[config.mk]
export PLATFORM = sky130hd
export DESIGN_NAME = ppc_mac
export DESIGN_NICKNAME = d
export VERILOG_FILES = /design/src/rtl/ppc_pkg.sv /design/src/rtl/ppc_mac.sv
export SDC_FILE = /design/constraint.sdc
export NUM_CORES = 2
export LEC_CHECK = 0
export BUFFER_PORTS_ARGS = -buffer_cell sky130_fd_sc_hd__buf_2
export CORE_ASPECT_RATIO = 0.5
export CORE_UTILIZATION = 40
export CTS_BUF_LIST = sky130_fd_sc_hd__clkbuf_2
export DETAILED_ROUTE_END_ITERATION = 16
export HOLD_SLACK_MARGIN = 0.03
export SLEW_MARGIN = 20
export SYNTH_ARGS = -nofsm -noshare
export SYNTH_HDL_FRONTEND = slang
export SYNTH_SLANG_ARGS = --single-unit
[constraint.sdc]
create_clock -name clock -period 11.2 [get_ports clock]
set_input_delay 1.12 -clock clock [delete_from_list [all_inputs] [get_ports clock]]
set_output_delay 1.12 -clock clock [all_outputs]
set_load 0.005 [all_outputs]
[src/rtl/ppc_pkg.sv]
package ppc_pkg;

   localparam int MaxVerticesDefault = 16;
   localparam int MaxResults         = 32;
   localparam int CoordW             = 32;
   localparam int TagW               = 8;
   localparam int DistW              = 68;
   localparam int TW                 = 31;
   localparam logic [TW-1:0] TOne    = 31'h4000_0000;

   localparam logic [2:0] CsrNormX  = 3'd0;
   localparam logic [2:0] CsrNormY  = 3'd1;
   localparam logic [2:0] CsrNormZ  = 3'd2;
   localparam logic [2:0] CsrOffset = 3'd3;
   localparam logic [2:0] CsrEps    = 3'd4;
   localparam logic [2:0] CsrEdge   = 3'd5;
   localparam logic [2:0] CsrFace   = 3'd6;

   typedef struct packed {
      logic signed [CoordW-1:0] x;
      logic signed [CoordW-1:0] y;
      logic signed [CoordW-1:0] z;
      logic [TagW-1:0]          edge_a;
      logic [TagW-1:0]          face_a;
      logic [TagW-1:0]          edge_b;
      logic [TagW-1:0]          face_b;
   } vtx_type;

   // shared multiply-accumulate request
   typedef struct packed {
      logic                     clear;
      logic                     acc;
      logic signed [CoordW:0]   a;
      logic signed [CoordW:0]   b;
   } mac_ctl_type;

endpackage

[src/rtl/ppc_mac.sv]
module ppc_mac
   import ppc_pkg::*;
(
   input  logic                     clock,
   input  mac_ctl_type              ctl,
   output logic signed [DistW-1:0]  sum
);
   logic signed [2*CoordW+1:0] prod_ff, prod_in;
   logic signed [DistW-1:0]    sum_ff, sum_in;
   logic                       acc_ff;

   always_comb begin
      prod_in = ctl.a * ctl.b;
      sum_in  = ctl.clear ? '0 : sum_ff;
      if (acc_ff) begin
         sum_in = sum_ff + DistW'(prod_ff);
      end
      if (ctl.clear) begin
         sum_in = '0;
      end
   end

   always_ff @(posedge clock) begin
      prod_ff <= prod_in;
      acc_ff  <= ctl.acc;
      sum_ff  <= sum_in;
   end

   assign sum = sum_ff;
endmodule

# [Word-level counts from Yosys, hierarchy flattened]
# Index checks and enable logic that the tools add are counted.
[word_totals] ff_bits=135 latch_bits=0 ram_bits=0 mem_bits_ro=0 input_bits=69 output_inout_bits=68 wordCells=5 memories=0
[op_classes] add_sub_neg=1 mul=1 div=0 magnitude_cmp=0 eq_ne=0 shift=0 mux=0 bitwise=0 reduce_logical=0
[ops] cell="adder 68 x 66 -> 68 bit" n=1
[ops] cell="multiplier 33 x 33 -> 66 bit" n=1

# [Longest topological paths before layout]
[depth] depth_word=1 depth_mapped=31 depth_no_buf=30

# [Worst setup path after synthesis]
# Ideal clock, no wire load.
[synth_timing] path_kind="input port to flip-flop" startpoint="input ctl[6] (netlist bit)" endpoint="register prod_ff[63]" t_arrival_ns=8.331 required_time_ns=11.128 path_slack_ns=2.797 stages=26 path_buffers=1 cell_sequence="clkbuf_1 nand2_1 inv_1 fa_1 inv_1 fa_1 fa_1 inv_1 fa_1 fa_1 fa_1 fa_1 inv_1 fa_1 inv_1 ha_1 and3_1 a221o_1 a21o_1 a21oi_1 nand3b_1 o21ai_2 o21a_4 o21bai_2 a21oi_1 xnor2_1"
[synth_between] elab_chain_cells=1
[synth_rtl] element="from (decl)" line_no="ppc_mac.sv:5" source="input mac_ctl_type ctl,"
[synth_rtl] element="multiplier 33 x 33 -> 66 bit" line_no="ppc_mac.sv:13" source="prod_in = ctl.a * ctl.b;"
[synth_rtl] element="via prod_in[63]" line_no="ppc_mac.sv:8" source="logic signed [2*CoordW+1:0] prod_ff, prod_in;"
[synth_rtl] element="to (signal assigned)" line_no="ppc_mac.sv:24" source="prod_ff <= prod_in;"
[synth_rtl] element="to (decl)" line_no="ppc_mac.sv:8"
# The timed path passes the listed nets, and every way through them passes these cells.
# A chain may end at the register's enable or synchronous reset.

# [Worst setup path after layout]
[layout_timing] startpoint="input ctl[53] (netlist bit)" endpoint="register prod_ff[48]"
# The elaborated chain is that of the path after synthesis.

==> flow_metrics.py <==
metrics = {
    "placement": {
        "portBuffers": 136,
        "dpl.hpwl_mm": 106,
        "dp_cells": 6459,
        "globalplace.congestion": 0.932,
    },
    "global_routing": {
        "antenna_found_initial": 15,
        "overflow": 0,
        "grt_max_degree": 46,
        "grt_pass1_wl_mm": 202,
        "grt_use_total_pct": 22.2,
        "grt_pass1_vias": 35700,
    },
    "cts": {
        "clockBufferDepth": 3,
        "clock_latency_ns": 0.84,
        "cts.sinks": 135,
        "htree_levels": 4,
        "cts_setup_buffers": 0,
        "cts_resized": 0,
        "cts.clk_slew.worst_paths_ns": 0.18,
        "cts_inserted_buffers": 25,
        "postCtsHoldBufs": 0,
        "cts_tree": "built",
        "cts-root-buf": "clkbuf_2",
    },
    "yosys": {
        "netlist_area_um2": 46200,
        "synth_top_family_by_area": "adder cells",
        "synth_cells": 5040,
        "synth_area_per_cell_um2": 9.16,
        "synthAdderAreaFrac_pct": 57.4,
        "synthDistinctLibCells": 75,
        "synthesis.nets": 6539,
        "synth-seq-cells": 135,
        "synth_flop_cell": "dfxtp_1",
        "yosys.area.top_type": "fa_1",
        "netlist_top_cells_area": "fa_1 50%, inv_1 9.3%, ha_1 7.7%",
        "async_flop_share_pct": 0,
        "synth_edf_count": 0,
        "synth_seq_area_share_pct": 5.85,
        "synth_xor_area_share_pct": 2.56,
        "muxShareOfSynthArea_pct": 1.09,
        "synthSimpleGateAreaFrac_pct": 15.8,
        "synth_compound_area_share_pct": 5.98,
        "synth_top_cell_area_share_pct": 49.7,
        "yosysWarnings": 0,
    },
    "flow_run": {
        "cap_viol_max_count": 0,
    },
    "timing": {
        "period_minus_slack_ns": 8.83,
        "fin_hold_ws_ns": 0.410,
        "finalSetupViolations": 0,
        "hold_viol": 0,
        "drv_slew": 0,
        "clock_skew_ns": 0.127,
        "period_share_pct": 78.8,
        "relSlewSlack_pct": 37.3,
        "rsz0062_at_grt": "false",
        "tightest_slew_ns": 0.941,
        "max_freq_mhz": 113,
        "timing.setup.tns_ns": 0,
    },
    "floorplan": {
        "dieArea_um2": 117000,
        "die_width_um": 482,
        "coreArea_um2": 114000,
        "die_h_um": 242,
        "rows": 87,
        "start_util_pct": 40.7,
        "boundaryPins": 137,
    },
    "final_layout": {
        "syn2layout_area_growth_pct": 4.29,
        "layout-drive-gt1-share_pct": 4.18,
        "finalNonFillerCells": 6495,
        "nNetsFinal": 6472,
    },
    "routing": {
        "initialDrtViolationCount": 1980,
        "routed_wl_mm": 126,
        "viasPerCell": 5.12,
        "ant_nets": 0,
        "post_drt_wl_per_cell_um": 19.5,
        "drt_first_pass_iters": 7,
        "vias": 33200,
        "drc_errors": 0,
    },
    "critical_path": {
        "setup.worst_path.start_class": "input pin",
        "cp_common_cell": "fa_1",
        "cpPeakStageDelay_ns": 0.54,
        "slowest_stage": "fa_1",
        "cp_max_fo": 33,
        "crit_arrival_ns": 9.47,
        "critical_path_class": "in2reg",
        "worst-endpoint-required_ns": 11.84,
        "r2r_slack_ns": 6.39,
        "cp-end-kind": "flop",
    },
    "worst_hold_path": {
        "hold_class": "in2reg",
    },
    "run_status": {
        "run_status": "completed",
    },
}
## cells in the final DEF, fill, tap and decap left out, types with 19 or more instances in the layout
| cell type | netlist | layout |
|---|---|---|
| dfxtp_1 | 135 | 134 |
| a21o_1 | 59 | 59 |
| xor2_1 | 40 | 40 |
| a211oi_1 | 20 | 20 |
| mux2i_1 | 49 | 49 |
| nand2_1 | 597 | 597 |
| xnor2_1 | 95 | 95 |
| nor2_1 | 161 | 161 |
| o21bai_1 | 19 | 19 |
| and2_1 | 553 | 553 |
| nand2b_1 | 32 | 32 |
| a21oi_1 | 150 | 150 |
| fa_1 | 1146 | 1145 |
| inv_1 | 1140 | 1140 |
| buf_2 | 8 | 136 |
| nand4_1 | 19 | 19 |
| clkbuf_2 | 0 | 27 |
| ha_1 | 284 | 284 |
| o21ai_0 | 74 | 74 |
| nand3_1 | 28 | 28 |
## metrics by stage
step,util (%),setup WS [ns],area (um^2)
floorplan,-,2.80,46200
global placement,42.2,1.51,47900
detailed placement,42.2,1.61,48000
CTS,42.4,2.45,48100
global route,42.4,2.00,48100
finish,42.4,2.37,48100
## logic make-up (layout without fill, tap and decap cells)
logic type                 after synthesis  count (layout)
xor gates and xnor gates               135             135
and+or+nand+nor                       1470            1470
AOI/OAI and AO/OA                      431             431
adders and majority gates             1430            1430
other                                    0               4
DFF                                    135             135
buffers and inverters                 1389            1327
muxes                                   50              50
## cells in the mapped netlist (3+ instances only)
cell type and count:
o31ai_1 6, nand2b_1 32, and4_1 5, nand2_1 597, a31oi_1 9, o22ai_1 7, nor2_1 161, o2111ai_1 3
a21oi_1 150, xnor2_1 95, o21bai_1 19, a311oi_1 3, clkbuf_1 234, buf_2 8, o21ai_0 74, or2_2 3
a2111oi_0 3, a21boi_0 3, xor2_1 40, mux2i_1 49, o21ai_1 12, buf_1 7, nand3_1 28, inv_1 1140
o21a_1 12, and3_1 15, fa_1 1146, nand4_1 19, a21o_1 59, nor2b_1 18, and2_1 553, or3_1 4
a211oi_1 20, ha_1 284, nor3_1 18, o211ai_1 17, nor4_1 4, dfxtp_1 135
## per-layer routing
metal  track usage, %  wire length (um)
met1             31.1             56200
met2             36.8             60700
met3             2.97              7300
met4             3.93              2180
met5                0                40
## registers in the layout (all words and copies together) (netlist names)
| signal | cells |
|---|---|
| acc_ff | 1 |
| sum | 68 |
| prod_ff | 66 |
## path summary, 6_finish.rpt
check	cells past startpoint	start	endpoint
setup / recovery	30	ctl[53]	prod_ff[48]$_DFF_P_
hold / removal	1	ctl[66]	acc_ff$_DFF_P_
setup reg to reg	13	sum[9]$_SDFFE_PP0P_	sum[67]$_SDFFE_PP0P_
hold reg to reg	2	sum[61]$_SDFFE_PP0P_	sum[61]$_SDFFE_PP0P_
## worst max-delay path: cells and delay by family
kind,cells,cell delay [ns]
AOI/OAI and AO/OA,8,2.17
xor gates and xnor gates,1,0.17
adders and majority gates,9,4.46
buffers and inverters,8,0.93
and+or+nand+nor,4,0.62
## final cells by class
class / count / area [um^2]
Antenna cell: 4 / 10.0
Clock buffer: 27 / 135
Clock inverter: 5 / 46.3
Fill cell: 11200 / 65400
Inverter: 1140 / 4280
Multi-Input combinational cell: 3516 / 38200
Sequential cell: 135 / 2710
Tap cell: 1513 / 1890
Timing Repair Buffer: 155 / 836
Power is left out: the tool's default activity adds up to more than one toggle a clock period on the data nets, which glitch-free logic cannot reach.
