## src/rtl/ppc_pkg.sv

```systemverilog
package ppc_pkg;

   localparam int MaxVerticesDefault = 16;
   localparam int MaxResults         = 32;
   localparam int CoordW             = 32;
   localparam int TagW               = 8;
   localparam int DistW              = 68;
   localparam int TW                 = 31;
   localparam logic [TW-1:0] TOne    = 31'h4000_0000;

   localparam logic [2:0] CsrNormX  = 3'd0;
   localparam logic [2:0] CsrNormY  = 3'd1;
   localparam logic [2:0] CsrNormZ  = 3'd2;
   localparam logic [2:0] CsrOffset = 3'd3;
   localparam logic [2:0] CsrEps    = 3'd4;
   localparam logic [2:0] CsrEdge   = 3'd5;
   localparam logic [2:0] CsrFace   = 3'd6;

   typedef struct packed {
      logic signed [CoordW-1:0] x;
      logic signed [CoordW-1:0] y;
      logic signed [CoordW-1:0] z;
      logic [TagW-1:0]          edge_a;
      logic [TagW-1:0]          face_a;
      logic [TagW-1:0]          edge_b;
      logic [TagW-1:0]          face_b;
   } vtx_type;

   // shared multiply-accumulate request
   typedef struct packed {
      logic                     clear;
      logic                     acc;
      logic signed [CoordW:0]   a;
      logic signed [CoordW:0]   b;
   } mac_ctl_type;

endpackage

```

## src/rtl/ppc_div.sv

```systemverilog
module ppc_div
   import ppc_pkg::*;
(
   input  logic           clock,
   input  logic           reset,
   input  logic           go,
   input  logic [TW-1:0]  num,
   input  logic [TW-1:0]  den,
   output logic           done,
   output logic [TW-1:0]  quo
);
   // restoring divide, one quotient bit a cycle; num < den
   logic [TW:0]   rem_ff, rem_in;
   logic [TW-1:0] q_ff, q_in, d_ff;
   logic [4:0]    cnt_ff, cnt_in;
   logic          run_ff, run_in, done_ff, done_in;
   logic [TW+1:0] sh;

   always_comb begin
      rem_in = rem_ff; q_in = q_ff; cnt_in = cnt_ff;
      run_in = run_ff; done_in = 1'b0;
      sh = {rem_ff, 1'b0};
      if (go) begin
         rem_in = {1'b0, num}; q_in = '0; cnt_in = 5'd30; run_in = 1'b1;
      end else if (run_ff) begin
         if (sh >= {2'b0, d_ff}) begin
            rem_in = (TW+1)'(sh - {2'b0, d_ff});
            q_in   = {q_ff[TW-2:0], 1'b1};
         end else begin
            rem_in = sh[TW:0];
            q_in   = {q_ff[TW-2:0], 1'b0};
         end
         cnt_in = cnt_ff - 5'd1;
         if (cnt_ff == 5'd1) begin
            run_in = 1'b0; done_in = 1'b1;
         end
      end
   end

   always_ff @(posedge clock) begin
      if (reset) begin
         run_ff <= 1'b0; done_ff <= 1'b0; cnt_ff <= '0;
      end else begin
         run_ff <= run_in; done_ff <= done_in; cnt_ff <= cnt_in;
      end
      rem_ff <= rem_in;
      q_ff   <= q_in;
      if (go) begin
         d_ff <= den;
      end
   end

   assign done = done_ff;
   assign quo  = q_ff;
endmodule

```

## config.mk

```make
export PLATFORM = sky130hd
export DESIGN_NAME = ppc_div
export DESIGN_NICKNAME = d
export VERILOG_FILES = /design/src/rtl/ppc_pkg.sv /design/src/rtl/ppc_div.sv
export SDC_FILE = /design/constraint.sdc
export NUM_CORES = 1
export LEC_CHECK = 0
export BUFFER_PORTS_ARGS = -buffer_cell sky130_fd_sc_hd__buf_4
export CORE_UTILIZATION = 52
export DETAILED_ROUTE_END_ITERATION = 12
export PLACE_DENSITY = 0.77
export SLEW_MARGIN = 40
export SYNTH_ARGS = -nofsm -noshare
export SYNTH_HDL_FRONTEND = slang
export SYNTH_SLANG_ARGS = --single-unit
export TNS_END_PERCENT = 5
```

## constraint.sdc

```tcl
create_clock -name clock -period 2.8 [get_ports clock]
set_input_delay 0.28 -clock clock [delete_from_list [all_inputs] [get_ports clock]]
set_output_delay 0.28 -clock clock [all_outputs]
set_load 0.1 [all_outputs]
```

; ---- After elaboration in Yosys (flattened, before gate mapping)
; Cells that the tools add are included.
[word_totals]
reg_bits = 101
word_cells = 26
output_inout_bits = 32
input_bits = 65
[classes]
reduce_logical = 3
n_lt_le_gt_ge = 1
mux = 10
n_bitwise = 1
eq_ne = 1
addsub = 2
[op_table]
columns = op, count
row1 = $mux W31, 2
row2 = $ge A33 B31 Y1, 1
row3 = $mux W32, 1
row4 = $sub A32 B31 Y32, 1
row5 = $mux W5, 2
row6 = $eq A5 B1 Y1 const B, 1
row7 = $mux W1, 5
row8 = $sub A5 B1 Y5 const B, 1
row9 = $reduce_or A3 Y1, 1
row10 = $reduce_bool A2 Y1, 1
row11 = $reduce_or A2 Y1, 1
row12 = $not A1 Y1, 1

; ---- Longest topological paths before layout
; Gate-level depths: netlist (run 1).
[depth]
depth_word = 4
mapped_depth = 13
mapped_depth_nobuf = 11

; ---- Worst setup path after synthesis (run 1)
; Ideal clock, no wire load.
[synth_timing]
path_kind = register -> register
startpoint = register rem_ff[0]
endpoint = register rem_ff[18], data pin
setup_time_ps = 260
arrival_time_ps = 2733
synth_period_minus_slack_ps = 2993
path_slack_ps = -193
path_buffers = 0
required_time_ps = 2540
path_stages_with_launch = 11
path_cell_list = edfxtp_1 -> fa_1 -> a21oi_1 -> nor2_1 -> o311ai_4 -> a211oi_1 -> a221o_1 -> a31oi_1 -> xnor2_1 -> mux2_2 -> mux2_2
[synth_between]
elab_chain_len = 4
elab_cells_between_ends = 5
cone_classes = add/sub (1) / order compare (1) / mux (3)
[synth_lines]
columns = element, line_no
row1 = start: declaration, ppc_div.sv:13  ; logic [TW:0] rem_ff, rem_in;
row2 = start signal: assignment, ppc_div.sv:46  ; rem_ff <= rem_in;
row3 = $sub A32 B31 Y32 or $ge A33 B31 Y1 (tied branches), "ppc_div.sv:27, ppc_div.sv:26"
row4 = $mux W32 (*), ppc_div.sv:26  ; if (sh >= {2'b0, d_ff}) begin
row5 = $mux W31 (*), ppc_div.sv:25  ; end else if (run_ff) begin
row6 = $mux W31 (*), ppc_div.sv:23  ; if (go) begin
row7 = named net rem_in[18], ppc_div.sv:13
; The timed path passes the listed nets; every way through them passes the cells marked *. The select of a mux whose other input is x is not followed.
; A chain may end at the register's enable or synchronous reset.

; ---- Worst setup path in the final report (run 1)
; Same ends and word-level chain as after synthesis.

==> flow_summary.ini, run 1 <==
[job]
drv_cap = 0

[placed_design]
dp_cells = 860
routabilityCongestion = 0.868
hpwl_mm = 10.1
io_buffer_count = 96
placed_cell_area_um2 = 7300

[layout]
layout_commonest_cell = buf_4
final_cell_mix = 175 x buf_4, 62 x edfxtp_1, 59 x nor2_1, 38 x dfxtp_1, 37 x nand2_1
stdcell_area_um2 = 7810
syn_to_final_growth_pct = 33.3
nFillCells = 763
num-nets-final = 837
n_antenna_cell = 0
fin_cells = 883
drive_above_1_share_pct = 36.2

[timing]
rsz0062_at_grt = yes
min_period_ns = 3.01
relSlewSlack_pct = 59.9
hold_viol = 0
tns_ns = -2.75
fmax_ghz = 0.332
setup_slack_ns = -0.212
setup_viol = 21
final_max_slew_viol_count = 0
worst_pin_slew_ns = 0.602
fin_skew_ns = 0.0134
fin_crit_sh_pct = 108

[grt]
grt_max_degree = 61
grt_pass1_wl_mm = 22.7
track_usage_pct = 25.0
overflow = 0
antenna_found_initial = 0
first_global_vias = 4895

[hold_path]
hold_end = d_ff[0]
worstHoldPathType = in -> reg
min_from = den[0]
hold-path-cell-count = 1

[logic_synthesis]
syn_area_um2 = 5860
yosys_warnings = 0
synthCells = 575
ys_seq_elements = 101
synth-edff-count = 62
ys_seq_area_share_pct = 45.1
ys_types = 56
syn_area_per_cell_um2 = 10.2
async_reset_ff_share_pct = 0
syn_nets = 674
synth_ff_type = edfxtp_1

[routing]
via_per_inst = 5.44
wire_per_inst_um = 16.0
drc_errors = 0
first_pass_iters = 5
vias = 4803
antenna_left = 0
drtIter0Drc = 235
wirelength_mm = 14.2

[worst_setup_path]
timing.rr.start = rem_ff[0]
critPathMaxFanout = 4
cp-start-kind = flip-flop
r2r_slack_ns = -0.21
crit_required_ns = 2.96
crit_arrival_ns = 3.17
path_class = reg -> reg
r2r_cells = 10
r2r-end = rem_ff[18]
end_kind = flip-flop

[clocking]
cts-root-buf = clkbuf_8
clock_tree.buffer_depth = 2
cts_tree = done
clock_sinks = 101
worstSkewPairLatency_ns = 0.40
cts_buffers = 9
h-tree-depth = 3
cts.clk_slew.worst_paths_ns = 0.11

[power_and_ir_drop]
p_leak_nw = 3.43
vdd_drop_max_mv = 0.513
p_per_area_nw_per_um2 = 883

[run_status]
run_status = finished with violations
violations = negative setup slack

[floorplan]
dieArea_um2 = 11700
fp.dieH_um = 108
core-area_um2 = 10900
start_util_pct = 53.8
fp.dieW_um = 108
ioPinCount = 97
rows = 38
-- final cells by class --
cell class | count | area [um^2] | area share [%]
multi-input cells | 408 | 3270 | 41.8
clock buffers | 9 | 124 | 1.59
well taps | 140 | 175 | 2.24
clock inverters | 7 | 67.6 | 0.866
repair buffers | 181 | 1390 | 17.8
inverters | 37 | 139 | 1.78
flip-flops and latches | 101 | 2640 | 33.9
-- worst max-delay path, cell delays in order, from the launching register on --
cell	delay, ns
edfxtp_1	0.49
fa_2	0.39
a21oi_2	0.16
nor2_1	0.10
o311ai_4	0.25
a211oi_2	0.13
a221o_1	0.40
a31oi_2	0.20
xnor2_1	0.12
mux2_2	0.26
mux2_2	0.26
-- metal layers --
layer	GRT usage, %	routed length [um]	share of wire [%]
met2	42.3	7020	50
met5	0	0	0
met1	29.8	6090	43
met4	10.2	258	1.8
met3	6.93	786	5.6
-- state kept, by name, indices dropped and copies added (netlist names) --
| name | count |
|---|---|
| cnt_ff | 5 |
| done | 1 |
| d_ff | 31 |
| run_ff | 1 |
| quo | 31 |
| rem_ff | 32 |
-- cell families (layout without fill, tap and decap cells) --
logic type                 after synthesis  in the layout  share of synthesized area (%)
and+or+nand+nor                        160            160                           13.0
xor gates and xnor gates                33             33                           4.93
DFF                                    101            101                           45.1
buffers and inverters                   66            234                           4.34
adders and majority gates               34             34                           7.39
AOI/OAI and AO/OA                      116            116                           13.5
muxes                                   65             65                           11.7
-- cell usage after synthesis, drive strengths merged, types with 4 or more instances --
cell	n	area [um^2]
xnor2	19	166
mux2i	35	350
nor3	12	65.1
mux2	30	338
a21oi	40	204
ha	33	413
nor4b	4	35.0
buf	9	40.0
clkbuf	20	75.1
nand4	4	25.0
nor2b	10	62.6
nand2	37	139
edfxtp	62	1860
o21a	4	30.0
nand2b	9	56.3
dfxtp	39	781
o21ai	15	75.1
a21o	18	135
a31oi	6	37.5
inv	37	139
nor2	60	225
a221o	6	60.1
and3b	4	35.0
xor2	14	123
nand3	10	50.1
-- power by group --
part           total, mW  internal [mW]  switching (mW)
combinational       3.92           2.07            1.85
clock              0.935          0.345           0.590
sequential          2.03           1.88           0.153
total               6.89           4.30            2.60
-- how the worst max path moves through the flow --
| stage | start | to | slack [ns] | cells past startpoint |
|---|---|---|---|---|
| 2_1_floorplan | rem_ff[0] | rem_ff[18] | -0.07 | 11 |
| 3_3_place_gp | rem_ff[15] | rem_ff[30] | -0.16 | 10 |
| 3_5_place_dp | rem_ff[6] | rem_ff[18] | -0.31 | 10 |
| 4_1_cts | rem_ff[3] | rem_ff[18] | -0.18 | 10 |
| 5_1_grt | rem_ff[3] | rem_ff[5] | -0.32 | 12 |
| 6_report | rem_ff[0] | rem_ff[18] | -0.21 | 10 |
-- repair_timing --
item	CTS	global route
endpoints found under the hold margin	0	0
endpoints found under the setup margin	28	32
hold buffers	0	0
buffers inserted	6	1
gates resized for setup	17	29
pin swaps	13	5
-- per-stage QoR --
step                      worst slack [ns]  power (mW)  hold WS [ns]  utilization (%)
final                               -0.212        6.89        0.0430             71.7
after global routing                -0.320        7.32        0.0241             71.7
after CTS                           -0.185        6.68        0.0208             70.3
after detailed placement            -0.308        5.52         0.460             67.1
after global placement              -0.157        5.39         0.458             67.1
after floorplan                    -0.0707        4.30         0.352                -
(Power assumes the default switching activity.)
==> run 2, diff against run 1 <==
CORE_MARGIN = 5   (was default)
CORE_UTILIZATION = 54   (was 52)
clock period = 3.6 ns   (was 2.8 ns; I/O delays follow)
==> flow_summary.ini, run 2 (same netlist as run 1, synthesis figures left out) <==
[power_and_ir_drop]
p_leak_nw = 3.00
p_total_mw = 4.45
p_per_area_nw_per_um2 = 647
vdd_drop_max_mv = 0.425

[timing]
worst_pin_slew_ns = 0.798
setup_viol = 0
final_max_slew_viol_count = 0
rsz0062_at_grt = no
relSlewSlack_pct = 46.8
fin_skew_ns = 0.0126
tns_ns = 0
setup_slack_ns = 0.356
fmax_ghz = 0.308
hold_viol = 0
fin_crit_sh_pct = 90.1
holdWs_ns = 0.128
min_period_ns = 3.24

[routing]
vias = 4500
wire_per_inst_um = 15.7
wirelength_mm = 12.6
first_pass_iters = 4
drc_errors = 0
via_per_inst = 5.61
drtIter0Drc = 153
antenna_left = 0

[clocking]
cts_setup_buffers = 0
cts_resized = 0
cts_hold_buffers = 0
h-tree-depth = 3
worstSkewPairLatency_ns = 0.40
cts-root-buf = clkbuf_8
cts_buffers = 9
clock_tree.buffer_depth = 2
cts.clk_slew.worst_paths_ns = 0.11
cts_tree = done
clock_sinks = 101

[layout]
regMostFlops = rem_ff
stdcell_area_um2 = 6870
largest_register_ffs = 32
n_antenna_cell = 0
nFillCells = 879
final_core_util_pct = 64.0
layout_commonest_cell = buf_4
drive_above_1_share_pct = 21.3
syn_to_final_growth_pct = 17.3
final_cell_mix = 100 x buf_4, 62 x edfxtp_1, 60 x nor2_1, 39 x a21oi_1, 38 x dfxtp_1
num-nets-final = 756
fin_cells = 802

[floorplan]
fp.dieH_um = 114
dieArea_um2 = 13000
fp.dieW_um = 114
start_util_pct = 54.5
ioPinCount = 97
core-area_um2 = 10700
rows = 38

[grt]
overflow = 0
antenna_found_initial = 0
grt_max_degree = 80
track_usage_pct = 19.9
first_global_vias = 4590
grt_pass1_wl_mm = 20.9

[worst_setup_path]
path_class = reg -> reg
end_kind = flip-flop
critPathMaxFanout = 21
cp-start-kind = flip-flop
crit_arrival_ns = 3.39
crit_required_ns = 3.75

[placed_design]
routabilityCongestion = 0.922
io_buffer_count = 96
hpwl_mm = 9.40
dp_cells = 786
placed_cell_area_um2 = 6680
dp_slack_ns = 0.397

[run_status]
run_status = complete, no violations

[job]
drv_cap = 0

[hold_path]
worstHoldPathType = in -> reg
## run 2: changes by cell type in the layout (fill, tap and decap cells not counted), moves of 3 or more
cell | before | now
buf_4 | 175 | 100
inv_8 | 1 | 4
a21oi_1 | 31 | 39
buf_6 | 5 | 0
a21oi_2 | 9 | 1
mux2_4 | 6 | 0
ha_1 | 23 | 33
ha_4 | 7 | 0
ha_2 | 3 | 0
mux2_1 | 7 | 13
## run 2: cell type report
class / instances / area, um^2 / area share [%]
multi-input cells: 408 / 2970 / 43.2
flip-flops and latches: 101 / 2640 / 38.5
repair buffers: 100 / 751 / 10.9
well taps: 140 / 175 / 2.55
inverters: 37 / 139 / 2.02
clock buffers: 9 / 124 / 1.80
clock inverters: 7 / 73.8 / 1.07
## run 2: worst paths after layout
path	depth (start not counted)	to	startpoint	slack, ns
worst max-delay path	11	rem_ff[14]	rem_ff[3]	0.36
worst min register to register	2	quo[3]	quo[2]	0.53
worst min-delay path	1	d_ff[23]	den[23]	0.13
worst max register to register	11	rem_ff[14]	rem_ff[3]	0.36
## run 2: routing by layer
metal  up-vias  track usage [%]  wire length [um]
met2       129             33.1              5980
met4         0             7.28               342
met3        34             7.77              1010
li1       2228                -                 -
met1      2109             23.4              5310
met5         -                0                 0
## run 2: power breakdown
part           total, mW  switching [mW]  internal [mW]
combinational       2.15            1.17          0.987
clock              0.733           0.455          0.277
sequential          1.56           0.100           1.46
## run 2: critical path, stage by stage, from the launching register on
cell      delay (ns)
edfxtp_1        0.40
ha_1            0.38
a21o_1          0.19
a31oi_1         0.26
a21oi_1         0.14
o21ai_1         0.17
a21oi_1         0.12
o21a_1          0.21
nor3_4          0.17
buf_4           0.30
mux2_1          0.36
mux2_2          0.28
